`config.mk`:
```
export PLATFORM = sky130hd
export DESIGN_NAME = masked_byte_pattern_search_core
export DESIGN_NICKNAME = d
export VERILOG_FILES = /design/src/hdl/mbps_pkg.sv /design/src/hdl/mbps_window_match.sv /design/src/hdl/masked_byte_pattern_search_core.sv
export SDC_FILE = /design/constraint.sdc
export NUM_CORES = 1
export LEC_CHECK = 0
export ABC_AREA = 0
export BUFFER_PORTS_ARGS = -buffer_cell sky130_fd_sc_hd__buf_2
export CELL_PAD_IN_SITES_DETAIL_PLACEMENT = 1
export CELL_PAD_IN_SITES_GLOBAL_PLACEMENT = 1
export CORE_ASPECT_RATIO = 1.75
export CORE_MARGIN = 2
export CORE_UTILIZATION = 46
export CTS_BUF_LIST = sky130_fd_sc_hd__clkbuf_8
export CTS_CLUSTER_SIZE = 16
export DETAILED_ROUTE_END_ITERATION = 6
export PLACE_DENSITY = 0.89
export SLEW_MARGIN = 0
export SYNTH_ARGS = -nofsm -noshare
export SYNTH_HDL_FRONTEND = slang
export SYNTH_HIERARCHICAL = 1
export SYNTH_SLANG_ARGS = --single-unit
```
`constraint.sdc`:
```
create_clock -name clock -period 8.6 [get_ports clock]
set_input_delay 0.43 -clock clock [delete_from_list [all_inputs] [get_ports clock]]
set_output_delay 0.43 -clock clock [all_outputs]
set_load 0.02 [all_outputs]
```
`src/hdl/mbps_pkg.sv`:
```
package mbps_pkg;

   // Default sizing, handed down from the top level
   localparam int PATTERN_BYTES_DEF = 16;
   localparam int OFFSET_BITS_DEF   = 32;

   // Fixed field widths
   localparam int BYTE_BITS       = 8;
   localparam int MATCH_OFS_BITS  = 32;
   localparam int LENGTH_BITS     = 5;
   localparam int CSR_INDEX_BITS  = 3;
   localparam int CSR_DATA_BITS   = 64;
   localparam int PATTERN_MAX     = 16;
   localparam int PATTERN_WORD    = PATTERN_MAX * BYTE_BITS;

   // Register indexes
   localparam logic [CSR_INDEX_BITS-1:0] REG_VALUE_LOW  = 3'd0;
   localparam logic [CSR_INDEX_BITS-1:0] REG_VALUE_HIGH = 3'd1;
   localparam logic [CSR_INDEX_BITS-1:0] REG_MASK_LOW   = 3'd2;
   localparam logic [CSR_INDEX_BITS-1:0] REG_MASK_HIGH  = 3'd3;
   localparam logic [CSR_INDEX_BITS-1:0] REG_LENGTH     = 3'd4;

   typedef struct packed {
      logic [BYTE_BITS-1:0] data_byte;
      logic                 last_byte;
   } req_type;

   typedef struct packed {
      logic                      found;
      logic [MATCH_OFS_BITS-1:0] match_offset;
   } rsp_type;

   // Pattern set-up as seen by the compare logic
   typedef struct packed {
      logic [PATTERN_WORD-1:0] value;
      logic [PATTERN_WORD-1:0] mask;
      logic [LENGTH_BITS-1:0]  length;
   } pattern_type;

endpackage

```
`src/hdl/mbps_window_match.sv`:
```
module mbps_window_match #(
   parameter int PATTERN_BYTES = mbps_pkg::PATTERN_BYTES_DEF
) (
   input  logic [mbps_pkg::BYTE_BITS-1:0] window_bytes [PATTERN_BYTES],
   input  mbps_pkg::pattern_type           pattern,
   output logic                            hit
);

   localparam int IDX_BITS = (PATTERN_BYTES > 1) ? $clog2(PATTERN_BYTES) : 1;
   localparam int LB       = mbps_pkg::LENGTH_BITS;
   localparam int BB       = mbps_pkg::BYTE_BITS;

   logic [PATTERN_BYTES-1:0] byte_ok;

   // Pattern byte i lines up with window slot length-1-i (newest at slot 0)
   always_comb begin
      logic [LB-1:0]       slot;
      logic [BB-1:0]       pat_v;
      logic [BB-1:0]       pat_m;
      logic [BB-1:0]       data;
      for (int i = 0; i < PATTERN_BYTES; i++) begin
         slot  = LB'(pattern.length - LB'(i + 1));
         pat_v = pattern.value[BB*i +: BB];
         pat_m = pattern.mask[BB*i +: BB];
         data  = window_bytes[slot[IDX_BITS-1:0]];
         if (LB'(i) >= pattern.length) begin
            byte_ok[i] = 1'b1;
         end else begin
            byte_ok[i] = ((data & pat_m) == (pat_v & pat_m));
         end
      end
   end

   // Zero length and over-long patterns never match
   assign hit = (pattern.length != '0) &&
                (pattern.length <= LB'(PATTERN_BYTES)) &&
                (&byte_ok);

endmodule

```
`src/hdl/masked_byte_pattern_search_core.sv`:
```
// Masked byte pattern search. One region byte is taken per req_ transaction, and a
// new byte can be taken every clock cycle while req_stall is low. The core keeps a
// window of the latest PATTERN_BYTES bytes and compares every pattern byte, under
// its care mask, in parallel as the byte arrives; the result of that byte is in the
// rsp_ register in the cycle after acceptance. Each region gives exactly one rsp_
// transaction: found with the start offset at the first match, or not found at the
// byte marked last_byte. req_stall is high only while a result waits in the output
// register and rsp_stall is high. Pattern registers are written through the csr_
// port, which is always ready, and must only be changed while the core is idle.
module masked_byte_pattern_search_core #(
   parameter int PATTERN_BYTES = mbps_pkg::PATTERN_BYTES_DEF,
   parameter int OFFSET_BITS   = mbps_pkg::OFFSET_BITS_DEF
) (
   input  logic                                  clock,
   input  logic                                  reset,
   input  logic                                  req_valid,
   output logic                                  req_stall,
   input  mbps_pkg::req_type                     req_data,
   output logic                                  rsp_valid,
   input  logic                                  rsp_stall,
   output mbps_pkg::rsp_type                     rsp_data,
   input  logic                                  csr_valid,
   output logic                                  csr_ready,
   input  logic [mbps_pkg::CSR_INDEX_BITS-1:0]   csr_index,
   input  logic [mbps_pkg::CSR_DATA_BITS-1:0]    csr_data
);

   localparam int BB  = mbps_pkg::BYTE_BITS;
   localparam int LB  = mbps_pkg::LENGTH_BITS;
   localparam int OB  = mbps_pkg::MATCH_OFS_BITS;
   localparam int DB  = mbps_pkg::CSR_DATA_BITS;

   // Configuration registers
   logic [DB-1:0] value_low_ff, value_high_ff, mask_low_ff, mask_high_ff;
   logic [LB-1:0] length_ff;

   // Region state
   logic [BB-1:0]          window_ff [PATTERN_BYTES];
   logic [BB-1:0]          window_in [PATTERN_BYTES];
   logic [OFFSET_BITS-1:0] seen_ff, seen_in;
   logic                   found_ff, found_in;

   // Output register
   logic                   rsp_valid_ff, rsp_valid_in;
   mbps_pkg::rsp_type      rsp_data_ff, rsp_data_in;

   logic                   accept;
   logic                   hit;
   logic [OFFSET_BITS-1:0] total;
   logic [OFFSET_BITS-1:0] start;
   logic [OFFSET_BITS+OB-1:0] start_wide;
   mbps_pkg::pattern_type  pattern;

   assign csr_ready = 1'b1;

   // Configuration writes; unknown indexes are dropped
   always_ff @(posedge clock) begin
      if (reset) begin
         value_low_ff  <= '0;
         value_high_ff <= '0;
         mask_low_ff   <= '0;
         mask_high_ff  <= '0;
         length_ff     <= '0;
      end else if (csr_valid && csr_ready) begin
         unique case (csr_index)
            mbps_pkg::REG_VALUE_LOW:  value_low_ff  <= csr_data;
            mbps_pkg::REG_VALUE_HIGH: value_high_ff <= csr_data;
            mbps_pkg::REG_MASK_LOW:   mask_low_ff   <= csr_data;
            mbps_pkg::REG_MASK_HIGH:  mask_high_ff  <= csr_data;
            mbps_pkg::REG_LENGTH:     length_ff     <= csr_data[LB-1:0];
            default: ;
         endcase
      end
   end

   assign pattern.value  = {value_high_ff, value_low_ff};
   assign pattern.mask   = {mask_high_ff, mask_low_ff};
   assign pattern.length = length_ff;

   // Handshake: take a byte whenever the output register is free or drains now
   assign req_stall = rsp_valid_ff && rsp_stall;
   assign accept    = req_valid && !req_stall;

   // Shifted window with the incoming byte at slot 0
   always_comb begin
      window_in[0] = req_data.data_byte;
      for (int k = 1; k < PATTERN_BYTES; k++) begin
         window_in[k] = window_ff[k-1];
      end
   end

   // Saturating byte count including this byte
   assign total = (&seen_ff) ? seen_ff : seen_ff + OFFSET_BITS'(1);

   mbps_window_match #(
      .PATTERN_BYTES(PATTERN_BYTES)
   ) u_match (
      .window_bytes(window_in),
      .pattern     (pattern),
      .hit         (hit)
   );

   assign start      = total - OFFSET_BITS'(length_ff);
   assign start_wide = {{OB{1'b0}}, start};

   // Result and region state update
   always_comb begin
      rsp_valid_in = rsp_valid_ff && rsp_stall;
      rsp_data_in  = rsp_data_ff;
      found_in     = found_ff;
      seen_in      = seen_ff;
      if (accept) begin
         seen_in = total;
         if (!found_ff) begin
            if (hit && (total >= OFFSET_BITS'(length_ff))) begin
               rsp_valid_in             = 1'b1;
               rsp_data_in.found        = 1'b1;
               rsp_data_in.match_offset = start_wide[OB-1:0];
               found_in                 = 1'b1;
            end else if (req_data.last_byte) begin
               rsp_valid_in             = 1'b1;
               rsp_data_in.found        = 1'b0;
               rsp_data_in.match_offset = '0;
            end
         end
         // End of region: back to a clean window
         if (req_data.last_byte) begin
            seen_in  = '0;
            found_in = 1'b0;
         end
      end
   end

   always_ff @(posedge clock) begin
      if (reset) begin
         rsp_valid_ff <= 1'b0;
         seen_ff      <= '0;
         found_ff     <= 1'b0;
         for (int k = 0; k < PATTERN_BYTES; k++) begin
            window_ff[k] <= '0;
         end
      end else begin
         rsp_valid_ff <= rsp_valid_in;
         seen_ff      <= seen_in;
         found_ff     <= found_in;
         if (accept) begin
            for (int k = 0; k < PATTERN_BYTES; k++) begin
               window_ff[k] <= req_data.last_byte ? '0 : window_in[k];
            end
         end
      end
   end

   // Payload needs no reset
   always_ff @(posedge clock) begin
      rsp_data_ff <= rsp_data_in;
   end

   assign rsp_valid = rsp_valid_ff;
   assign rsp_data  = rsp_data_ff;

endmodule

```
==> impl_metrics.csv, run 1 <==
group,metric,value,unit
status,outcome,"completed",
yosys,ys_warn_count,6,
sta,timing.final.crit_share,0.975,
sta,setup_viol,0,
clocking,cts_tree,"done",
worst_setup_path,arrival,8.70,ns
grt,first_global_vias,25465,
clocking,h-tree-depth,3,
hold_path,worstHoldPathType,"in -> reg",
floorplan,die_area,63200,um^2
clocking,clock_sinks,448,
yosys,synth_area_leader_cell,"dfxtp_1",
power,vdd_ir_drop_max,0.119,mV
yosys,synth_seq_cells,448,
yosys,synth_commonest_cells,"595 x nand2_1, 297 x a21oi_1, 295 x dfxtp_1, 205 x mux4_2, 164 x mux2i_1",
clocking,clockRootBuffer,"clkbuf_8",
worst_setup_path,slowest_delay,1.17,ns
worst_setup_path,cp_cell_sequence,"inv_2, ha_4, mux4_2, mux2i_1, xnor2_1, a222oi_1, nand2_1, a21oi_1, o221ai_1, a2111o_1, nor4_2, o41ai_4, a211oi_4, buf_4",
flow_run,cap_violations,0,
sta,tns,0,ns
yosys,yosysUniqueCellTypes,95,
sta,maxSlewHeadroom,0.0513,
place,hpwl,80.8,mm
grt,grtUsageTotal,0.368,
worst_setup_path,r2r_end,"rsp_data[28]$_SDFFCE_PN0P_",
yosys,async_flop_share,0,
place,place_congestion,1.12,
finish,n_fill_cell,6770,
floorplan,die_w,191,um
sta,hold_viol_final,0,
worst_setup_path,crit_slowest_cell,"a222oi_1",
place,dpl-instance-area,29100,um^2
grt,grt_max_degree,100,
sta,finalMaxSlewViolations,0,
grt,grt_pass1_wl,170,mm
yosys,ys.flop_type,"dfxtp_1",
yosys,yosysTopAreaCellShare,0.210,
worst_setup_path,r2r_slack,0.22,ns
power,powerDensity,174,nW/um^2
floorplan,initial_utilization,0.463,
worst_setup_path,r2r_cells,14,
sta,holdWs,0.0294,ns
route,wl_per_cell,31.5,um
route,wirelength,116,mm
sta,worst_pin_slew,1.42,ns
place,dp.cells,3524,
finish,multiInputGateArea,16600,um^2
finish,final_cell_count_no_fill,3690,
grt,antenna_found_initial,7,
route,drc,0,
finish,syn_to_final_growth,9.94,%
sta,rsz0062_at_grt,"no",
route,ant_nets,0,
clocking,post_cts_buffers,0,
route,via_per_inst,6.70,
worst_setup_path,cp-endpoint,"rsp_data[28]$_SDFFCE_PN0P_",
worst_setup_path,setup.worst_path.start_class,"flop",
finish,layout-drive-gt1-share,0.190,
clocking,cts_buffers,72,
worst_setup_path,worstSetupPathType,"reg -> reg",
route,drt_iter0_drc,2400,
finish,regArea,10500,um^2
worst_setup_path,r2r-start,"length_ff[0]$_SDFFE_PP0P_",
yosys,synthTopCellsByArea,"dfxtp_1 21%, mux4_2 16%, edfxtp_1 16%, nand2_1 7.9%, mux2i_1 5.8%",
place,preCtsSetupSlack,1.16,ns
sta,finalClockSkew,0.0361,ns
yosys,ys_seq_area_frac,0.373,
yosys,synthMostInstantiatedCell,"nand2_1",
clocking,cts_buffer_depth,3,
power,p_leak,10.6,nW
power,finalPower,5.38,mW
floorplan,rows,120,
worst_setup_path,cp_data_required_time,8.92,ns
yosys,syn_nets,2878,
finish,final_nets,2940,
worst_setup_path,cp_top_family,"compound AO/OA/AOI/OAI gates",
floorplan,ios,117,
finish,stdcell_area,30900,um^2
worst_setup_path,cp_num_cells,14,
grt,grt-ovfl-total,0,
yosys,syn_inst,2776,
finish,fin_util,0.509,
worst_setup_path,critPathBufInv,2,
floorplan,die_y,331,um
clocking,clk_pin_slew,0.07,ns
place,port_buffers,115,
worst_setup_path,path_max_fanout,64,
clocking,insertion_delay,0.70,ns
sta,fmax,119,MHz
route,first_pass_iters,7,
floorplan,design.core.area,60800,um^2
worst_setup_path,startpoint,"length_ff[0]$_SDFFE_PP0P_",
worst_setup_path,endpoint_kind,"flop",
sta,period_minus_slack,8.38,ns
route,vias,24715,
yosys,synth_area,28100,um^2
yosys,syn_area_per_cell,10.1,um^2
sta,layout_setup_ws,0.219,ns
yosys,synth_edf_count,153,
==> placed cells by master, fill, tap and decap left out, types with 44 or more instances in the layout <==
master,netlist,layout
clkbuf_8,0,88
nand3_1,50,49
and2_1,129,128
mux4_2,205,205
xnor2_1,116,114
edfxtp_1,153,153
nor2_1,57,55
xor2_1,84,83
mux2i_1,164,164
dfxtp_1,295,291
a21oi_1,297,296
o21ai_0,47,47
buf_2,28,114
nand2_1,595,594
buf_4,10,44
==> area by class of cell <==
class | instances | area share
multi-input combinational | 2103 | 0.536
sequential | 448 | 0.340
timing repair buffer | 192 | 0.0403
clock buffer | 87 | 0.0387
tap | 793 | 0.0321
clock inverter | 42 | 0.0104
inverter | 21 | 0.00263
antenna | 4 | 0.000324
==> power breakdown <==
part / total, mW / switching [mW] / internal [mW] / leakage (nW)
sequential: 2.40 / 0.119 / 2.28 / 4.03
clock: 2.02 / 0.945 / 1.07 / 0.843
combinational: 0.969 / 0.600 / 0.369 / 5.73
==> state kept, by name, indices dropped and copies added, names as in the netlist, 5 cells and up <==
name and count:
mask_low_ff 64, mask_high_ff 64, value_low_ff 64, seen_ff 32, rsp_data 33, value_high_ff 64, length_ff 5, window_ff 120
==> repair_timing <==
action / in CTS / in global routing
hold endpoints to repair: 63 / 0
resized for setup: 0 / 0
hold buffers: 32 / 0
endpoints found under the setup margin: 0 / 0
==> worst reg2reg max path: cells and delay by family, from the launching register on <==
| family | cells | cell delay [ns] |
|---|---|---|
| AOI/OAI and AO/OA | 6 | 2.68 |
| adders and majority gates | 1 | 1.04 |
| muxes | 2 | 1.45 |
| buffers and inverters | 2 | 0.81 |
| xor gates and xnor gates | 1 | 0.14 |
| DFF | 1 | 0.94 |
| and+or+nand+nor | 2 | 0.96 |
==> kinds of logic (layout without fill, tap and decap cells) <==
family,Yosys count,count (layout),share of synthesized area
multiplexers,380,380,0.232
XOR/XNOR,205,205,0.0656
buffers and inverters,225,342,0.0413
flip-flops,448,448,0.373
other,1,5,0.000133
adder cells (fa/ha/maj),21,21,0.00961
AO/OA/AOI/OAI,538,538,0.121
AND/OR/NAND/NOR,958,958,0.158
==> metal layers <==
layer	vias up	part of all wire	global-route usage
met5	-	0.00083	0.00538
met4	10	0.11	0.334
met3	504	0.088	0.101
met2	1429	0.48	0.610
met1	12484	0.32	0.378
li1	10288	-	-
==> worst min path at each step <==
stage | cells past startpoint | start | slack [ns] | endpoint
2_1_floorplan | 2 | mask_high_ff[18]$_SDFFE_PP0P_ | 0.43 | mask_high_ff[18]$_SDFFE_PP0P_
3_5_place_dp | 2 | mask_high_ff[28]$_SDFFE_PP0P_ | 0.45 | mask_high_ff[28]$_SDFFE_PP0P_
6_report | 3 | csr_data[35] | 0.03 | value_high_ff[35]$_SDFFE_PP0P_
3_3_place_gp | 2 | mask_high_ff[15]$_SDFFE_PP0P_ | 0.44 | mask_high_ff[15]$_SDFFE_PP0P_
5_1_grt | 3 | csr_data[61] | 0.03 | mask_high_ff[61]$_SDFFE_PP0P_
4_1_cts | 3 | csr_data[35] | 0.0006 | value_low_ff[35]$_SDFFE_PP0P_
Note: power is estimated with default switching activity, not from simulation.
==> run 2: changes to the inputs <==
Settings changed: CORE_UTILIZATION 46 to 35, PLACE_DENSITY 0.89 to 0.73.
==> run 2 against run 1 <==
Routed wire length fell by 6.1%. First-iteration DRC count decreased by 24%. Flip-flop and latch count stayed put. Setup slack gained 1.3 ns. Critical path depth grew 1. Hold slack better by 0.023 ns. Cell count up 7.8%.
==> impl_metrics.csv, run 2 (same netlist as run 1, synthesis figures left out) <==
group,metric,value,unit
power,power_frac_seq,0.444,
route,wl_per_cell,27.4,um
worst_setup_path,path_max_fanout,33,
finish,syn_to_final_growth,12.2,%
clocking,clockRootBuffer,"clkbuf_8",
route,wirelength,109,mm
floorplan,ios,117,
route,first_pass_iters,6,
route,drc,0,
clocking,hold_buffers,65,
grt,grt_max_degree,111,
worst_setup_path,critPathBufInv,4,
grt,grt-ovfl-total,0,
power,p_leak,10.8,nW
worst_setup_path,slowest_delay,1.10,ns
floorplan,die_area,82800,um^2
floorplan,rows,137,
power,vdd_ir_drop_max,0.131,mV
place,port_buffers,115,
sta,fmax,142,MHz
hold_path,worst_hold_startpoint,"req_data[5]",
grt,antenna_found_initial,4,
sta,hold_viol_final,0,
worst_setup_path,setup.worst_path.start_class,"flop",
route,via_per_inst,5.96,
worst_setup_path,startpoint,"length_ff[1]$_SDFFE_PP0P_",
worst_setup_path,crit_slowest_cell,"a221oi_1",
power,p_sw_frac,0.317,
floorplan,initial_utilization,0.353,
grt,first_global_vias,24550,
worst_setup_path,cp_cell_sequence,"inv_1, buf_4, ha_1, buf_4, nor2b_1, a221oi_1, xnor2_1, a22o_1, nor4_1, a31oi_1, a2111o_1, nor4_2, o41ai_4, a211oi_4, buf_4",
sta,period_minus_slack,7.06,ns
route,ant_nets,0,
finish,final_cell_mix,"594 x nand2_1, 296 x a21oi_1, 291 x dfxtp_1",
worst_setup_path,cp_top_family,"compound AO/OA/AOI/OAI gates",
flow_run,cap_violations,0,
power,combPwrFrac,0.181,
route,drt_iter0_drc,1820,
finish,final_cell_count_no_fill,3977,
grt,grtUsageTotal,0.263,
sta,setup_viol,0,
power,powerDensity,170,nW/um^2
clocking,clk_pin_slew,0.07,ns
clocking,clock_sinks,448,
floorplan,die_y,379,um
hold_path,worstHoldPathType,"in -> reg",
finish,largest_reg_flops,120,
power,p_clk_frac,0.375,
floorplan,design.core.area,79700,um^2
clocking,cts_tree,"done",
worst_setup_path,arrival,7.45,ns
sta,finalClockSkew,0.0336,ns
power,p_sw,1.70,mW
finish,final_nets,2974,
sta,worst_pin_slew,1.26,ns
place,place_congestion,1.00,
floorplan,die_w,218,um
worst_setup_path,r2r-start,"length_ff[1]$_SDFFE_PP0P_",
finish,n_fill_cell,9005,
route,vias,23706,
sta,maxSlewHeadroom,0.162,
clocking,post_cts_buffers,0,
place,dp.cells,3771,
power,finalPower,5.36,mW
clocking,insertion_delay,0.77,ns
status,outcome,"completed",
power,intPower,3.67,mW
clocking,postCtsResizedCells,0,
sta,timing.final.crit_share,0.821,
sta,holdWs,0.0521,ns
sta,tns,0,ns
worst_setup_path,r2r_slack,1.54,ns
worst_setup_path,crit_top_cell,"buf_4",
worst_setup_path,endpoint_kind,"flop",
finish,layout-drive-gt1-share,0.187,
worst_setup_path,worstSetupPathType,"reg -> reg",
worst_setup_path,cp_data_required_time,8.99,ns
clocking,h-tree-depth,3,
clocking,cts_buffer_depth,3,
sta,finalMaxSlewViolations,0,
grt,grt_pass1_wl,161,mm
finish,final_common_cell,"nand2_1",
clocking,cts_buffers,76,
place,hpwl,78.5,mm
finish,top_register,"window_ff",
sta,rsz0062_at_grt,"no",
## run 2: changes by cell type in the layout (fill, tap and decap cells not counted), sizes merged
cell	change
inv	+11
diode	-1
dlygate4sd3	+33
clkinvlp	-1
buf	-3
bufinv	-5
clkinv	-4
clkbuf	+8
## run 2: power by group through the flow
stage / sequential, mW / combinational (mW) / clock [mW]
after detailed placement: 2.42 / 0.925 / 0
after global routing: 2.39 / 1.01 / 2.15
after CTS: 2.38 / 0.952 / 2.07
after global placement: 2.42 / 0.906 / 0
final: 2.38 / 0.970 / 2.01
after floorplan: 2.39 / 0.598 / 0
## run 2: layout make-up
class / instances / area [um^2] / share of cell area
antenna: 3 / 7.51 / 0.000238
clock buffer: 95 / 1310 / 0.0414
clock inverter: 43 / 235 / 0.00745
inverter: 21 / 81.3 / 0.00258
multi-input combinational: 2103 / 16600 / 0.525
sequential: 448 / 10500 / 0.333
tap: 1042 / 1300 / 0.0413
timing repair buffer: 222 / 1550 / 0.0491
## run 2: stage by stage
stage,area (um^2),setup WS [ns],util
after CTS,31600,1.50,0.396
final,31600,1.54,0.396
after detailed placement,29400,1.59,0.369
after global placement,29400,1.70,0.369
after global routing,31600,1.38,0.396
after floorplan,28100,0.451,-
## run 2: worst paths after layout
kind / endpoint / cells after the start
max: rsp_data[7]$_SDFFCE_PN0P_ / 15
max reg2reg: rsp_data[7]$_SDFFCE_PN0P_ / 15
min reg2reg: mask_low_ff[40]$_SDFFE_PP0P_ / 2
min: window_ff[0][4]$_SDFFCE_PP0P_ / 2
## run 2: metal layers
metal  wire [um]  vias up  GRT usage
met5           0        -          0
met4       11500        0      0.246
met3        5170      326     0.0380
met2       54800      898      0.456
met1       37500    12106      0.272
li1            -    10376          -
==> run 3: changes to the inputs <==
Clock period 8.6 ns to 6.3 ns, I/O delays scaled along.
==> run 3 against run 2 <==
Sequential power is 37% higher. Utilization grew 0.46 points. Global-route usage rose by 0.20 points. Sequential share of layout area shrank 0.38 points. Power up 38%. Clock skew grew 0.020 ns. Critical path type unchanged. Largest power group unchanged.
==> impl_metrics.csv, run 3 (same netlist as run 1, synthesis figures left out) <==
group,metric,value,unit
sta,timing.final.crit_share,0.971,
power,combPwrFrac,0.182,
power,powerDensity,232,nW/um^2
power,power_frac_seq,0.438,
worst_setup_path,cp_cell_sequence,"inv_1, ha_1, buf_4, mux4_2, mux2i_1, xnor2_1, nand3_1, nand3_1, a211oi_1, nor2b_1, o2111a_1, o211ai_1, nor4_2, buf_4, o41ai_4, a211oi_4, buf_12",
worst_setup_path,r2r-start,"length_ff[2]$_SDFFE_PP0P_",
finish,final_nets,3009,
floorplan,design.core.area,79700,um^2
worst_setup_path,crit_slowest_cell,"ha_1",
route,ant_nets,0,
worst_setup_path,arrival,6.54,ns
hold_path,worstHoldPathType,"in -> reg",
route,wl_per_cell,27.2,um
clocking,clock_sinks,448,
power,p_clk_frac,0.380,
power,p_leak,10.9,nW
hold_path,hold_end,"rsp_valid$_SDFF_PP0_",
clocking,insertion_delay,0.78,ns
route,wirelength,109,mm
route,first_pass_iters,6,
clocking,cts_tree,"done",
worst_setup_path,cp_data_required_time,6.73,ns
floorplan,initial_utilization,0.353,
flow_run,cap_violations,0,
clocking,clk_pin_slew,0.07,ns
grt,grtUsageTotal,0.265,
clocking,post_cts_buffers,0,
sta,rsz0062_at_grt,"no",
worst_setup_path,worstSetupPathType,"reg -> reg",
finish,layout-drive-gt1-share,0.193,
floorplan,die_y,379,um
finish,top_register,"window_ff",
sta,hold_viol_final,0,
power,intPower,5.10,mW
worst_setup_path,r2r_end,"rsp_data[15]$_SDFFCE_PN0P_",
finish,final_cell_mix,"594 x nand2_1, 296 x a21oi_1, 291 x dfxtp_1",
grt,grt-ovfl-total,0,
floorplan,die_w,218,um
worst_setup_path,r2r_slack,0.18,ns
place,port_buffers,115,
place,dp.cells,3797,
worst_setup_path,slowest_delay,0.83,ns
sta,finalClockSkew,0.0532,ns
sta,worst_pin_slew,1.07,ns
worst_setup_path,cp_top_family,"simple AND/OR/NAND/NOR gates",
floorplan,ios,117,
grt,grt_pass1_wl,162,mm
grt,first_global_vias,24574,
route,via_per_inst,5.89,
sta,setup_viol,0,
grt,grt_max_degree,99,
worst_setup_path,setup.worst_path.start_class,"flop",
hold_path,hold_path_depth,4,
clocking,cts_buffers,76,
worst_setup_path,path_max_fanout,33,
clocking,h-tree-depth,3,
floorplan,die_area,82800,um^2
clocking,clockRootBuffer,"clkbuf_8",
power,p_sw_frac,0.313,
finish,final_common_cell,"nand2_1",
worst_setup_path,critPathBufInv,4,
route,drt_iter0_drc,1827,
floorplan,rows,137,
sta,tns,0,ns
hold_path,worst_hold_startpoint,"req_data[0]",
worst_setup_path,r2r_cells,17,
sta,finalMaxSlewViolations,0,
route,drc,0,
sta,fmax,163,MHz
sta,period_minus_slack,6.12,ns
clocking,cts_buffer_depth,3,
place,hpwl,80.2,mm
power,vdd_ir_drop_max,0.199,mV
grt,antenna_found_initial,2,
worst_setup_path,endpoint_kind,"flop",
finish,largest_reg_flops,120,
status,outcome,"completed",
finish,final_cell_count_no_fill,4012,
sta,maxSlewHeadroom,0.285,
route,vias,23644,
power,p_sw,2.32,mW
finish,syn_to_final_growth,13.5,%
place,place_congestion,1.02,
## run 3: changes by cell type in the layout (fill, tap and decap cells not counted), sizes merged, moves of 2 or more
cell         delta
buf            +26
dlygate4sd3     +9
clkbuf          -8
bufinv          +4
clkinv          +3
clkinvlp        +2
## run 3: per-stage QoR
step / utilization / total power, mW / instance area (um^2) / setup slack, ns / hold WS, ns
after floorplan: - / 4.08 / 28200 / 0.0280 / 0.432
after global placement: 0.371 / 4.58 / 29600 / 0.335 / 0.441
after detailed placement: 0.371 / 4.60 / 29600 / 0.287 / 0.449
after CTS: 0.401 / 7.48 / 31900 / 0.201 / 0.0895
after global routing: 0.401 / 7.68 / 31900 / 0.0272 / 0.111
final: 0.401 / 7.42 / 31900 / 0.181 / 0.145
## run 3: worst max-delay path by stage
| stage | slack, ns | depth (start not counted) | endpoint | start |
|---|---|---|---|---|
| floorplan | 0.03 | 19 | rsp_data[0]$_SDFFCE_PN0P_ | length_ff[1]$_SDFFE_PP0P_ |
| global placement | 0.34 | 16 | rsp_data[9]$_SDFFCE_PN0P_ | length_ff[1]$_SDFFE_PP0P_ |
| detailed placement | 0.29 | 16 | rsp_data[7]$_SDFFCE_PN0P_ | length_ff[1]$_SDFFE_PP0P_ |
| CTS | 0.20 | 16 | rsp_data[15]$_SDFFCE_PN0P_ | length_ff[1]$_SDFFE_PP0P_ |
| global route | 0.03 | 17 | rsp_data[15]$_SDFFCE_PN0P_ | length_ff[1]$_SDFFE_PP0P_ |
| finish | 0.18 | 17 | rsp_data[15]$_SDFFCE_PN0P_ | length_ff[2]$_SDFFE_PP0P_ |
## run 3: final cells by class
| cell class | instances | area, um^2 |
|---|---|---|
| clock inverters | 52 | 387 |
| inverters | 21 | 81.3 |
| well taps | 1042 | 1300 |
| fillers | 8962 | 47800 |
| multi-input cells | 2103 | 16600 |
| flip-flops and latches | 448 | 10500 |
| diodes | 2 | 5.00 |
| clock buffers | 87 | 1200 |
| repair buffers | 257 | 1890 |
## run 3: power by group through the flow
stage	Sequential, mW	Clock (mW)	Combinational [mW]
floorplan	3.26	0	0.818
global placement	3.30	0	1.28
detailed placement	3.31	0	1.29
CTS	3.25	2.90	1.34
global route	3.26	3.00	1.42
finish	3.25	2.82	1.35
## run 3: layer usage
metal	track usage	vias up	wire, um
met3	0.0425	320	5390
met5	0	-	0
met4	0.241	0	11600
met1	0.273	12060	37200
met2	0.460	833	54900
li1	-	10431	-
## run 3: tightest hold or removal path: stages
cell and delay, ns:
buf_2 0.13, inv_1 0.14, or4b_2 0.15, o221ai_1 0.09
## run 3: repair_timing
action                                  4_1_cts  5_1_grt
endpoints found under the hold margin       269        0
endpoints found under the setup margin        0       47
gates resized for setup                       0        1
hold buffers                                 74        0
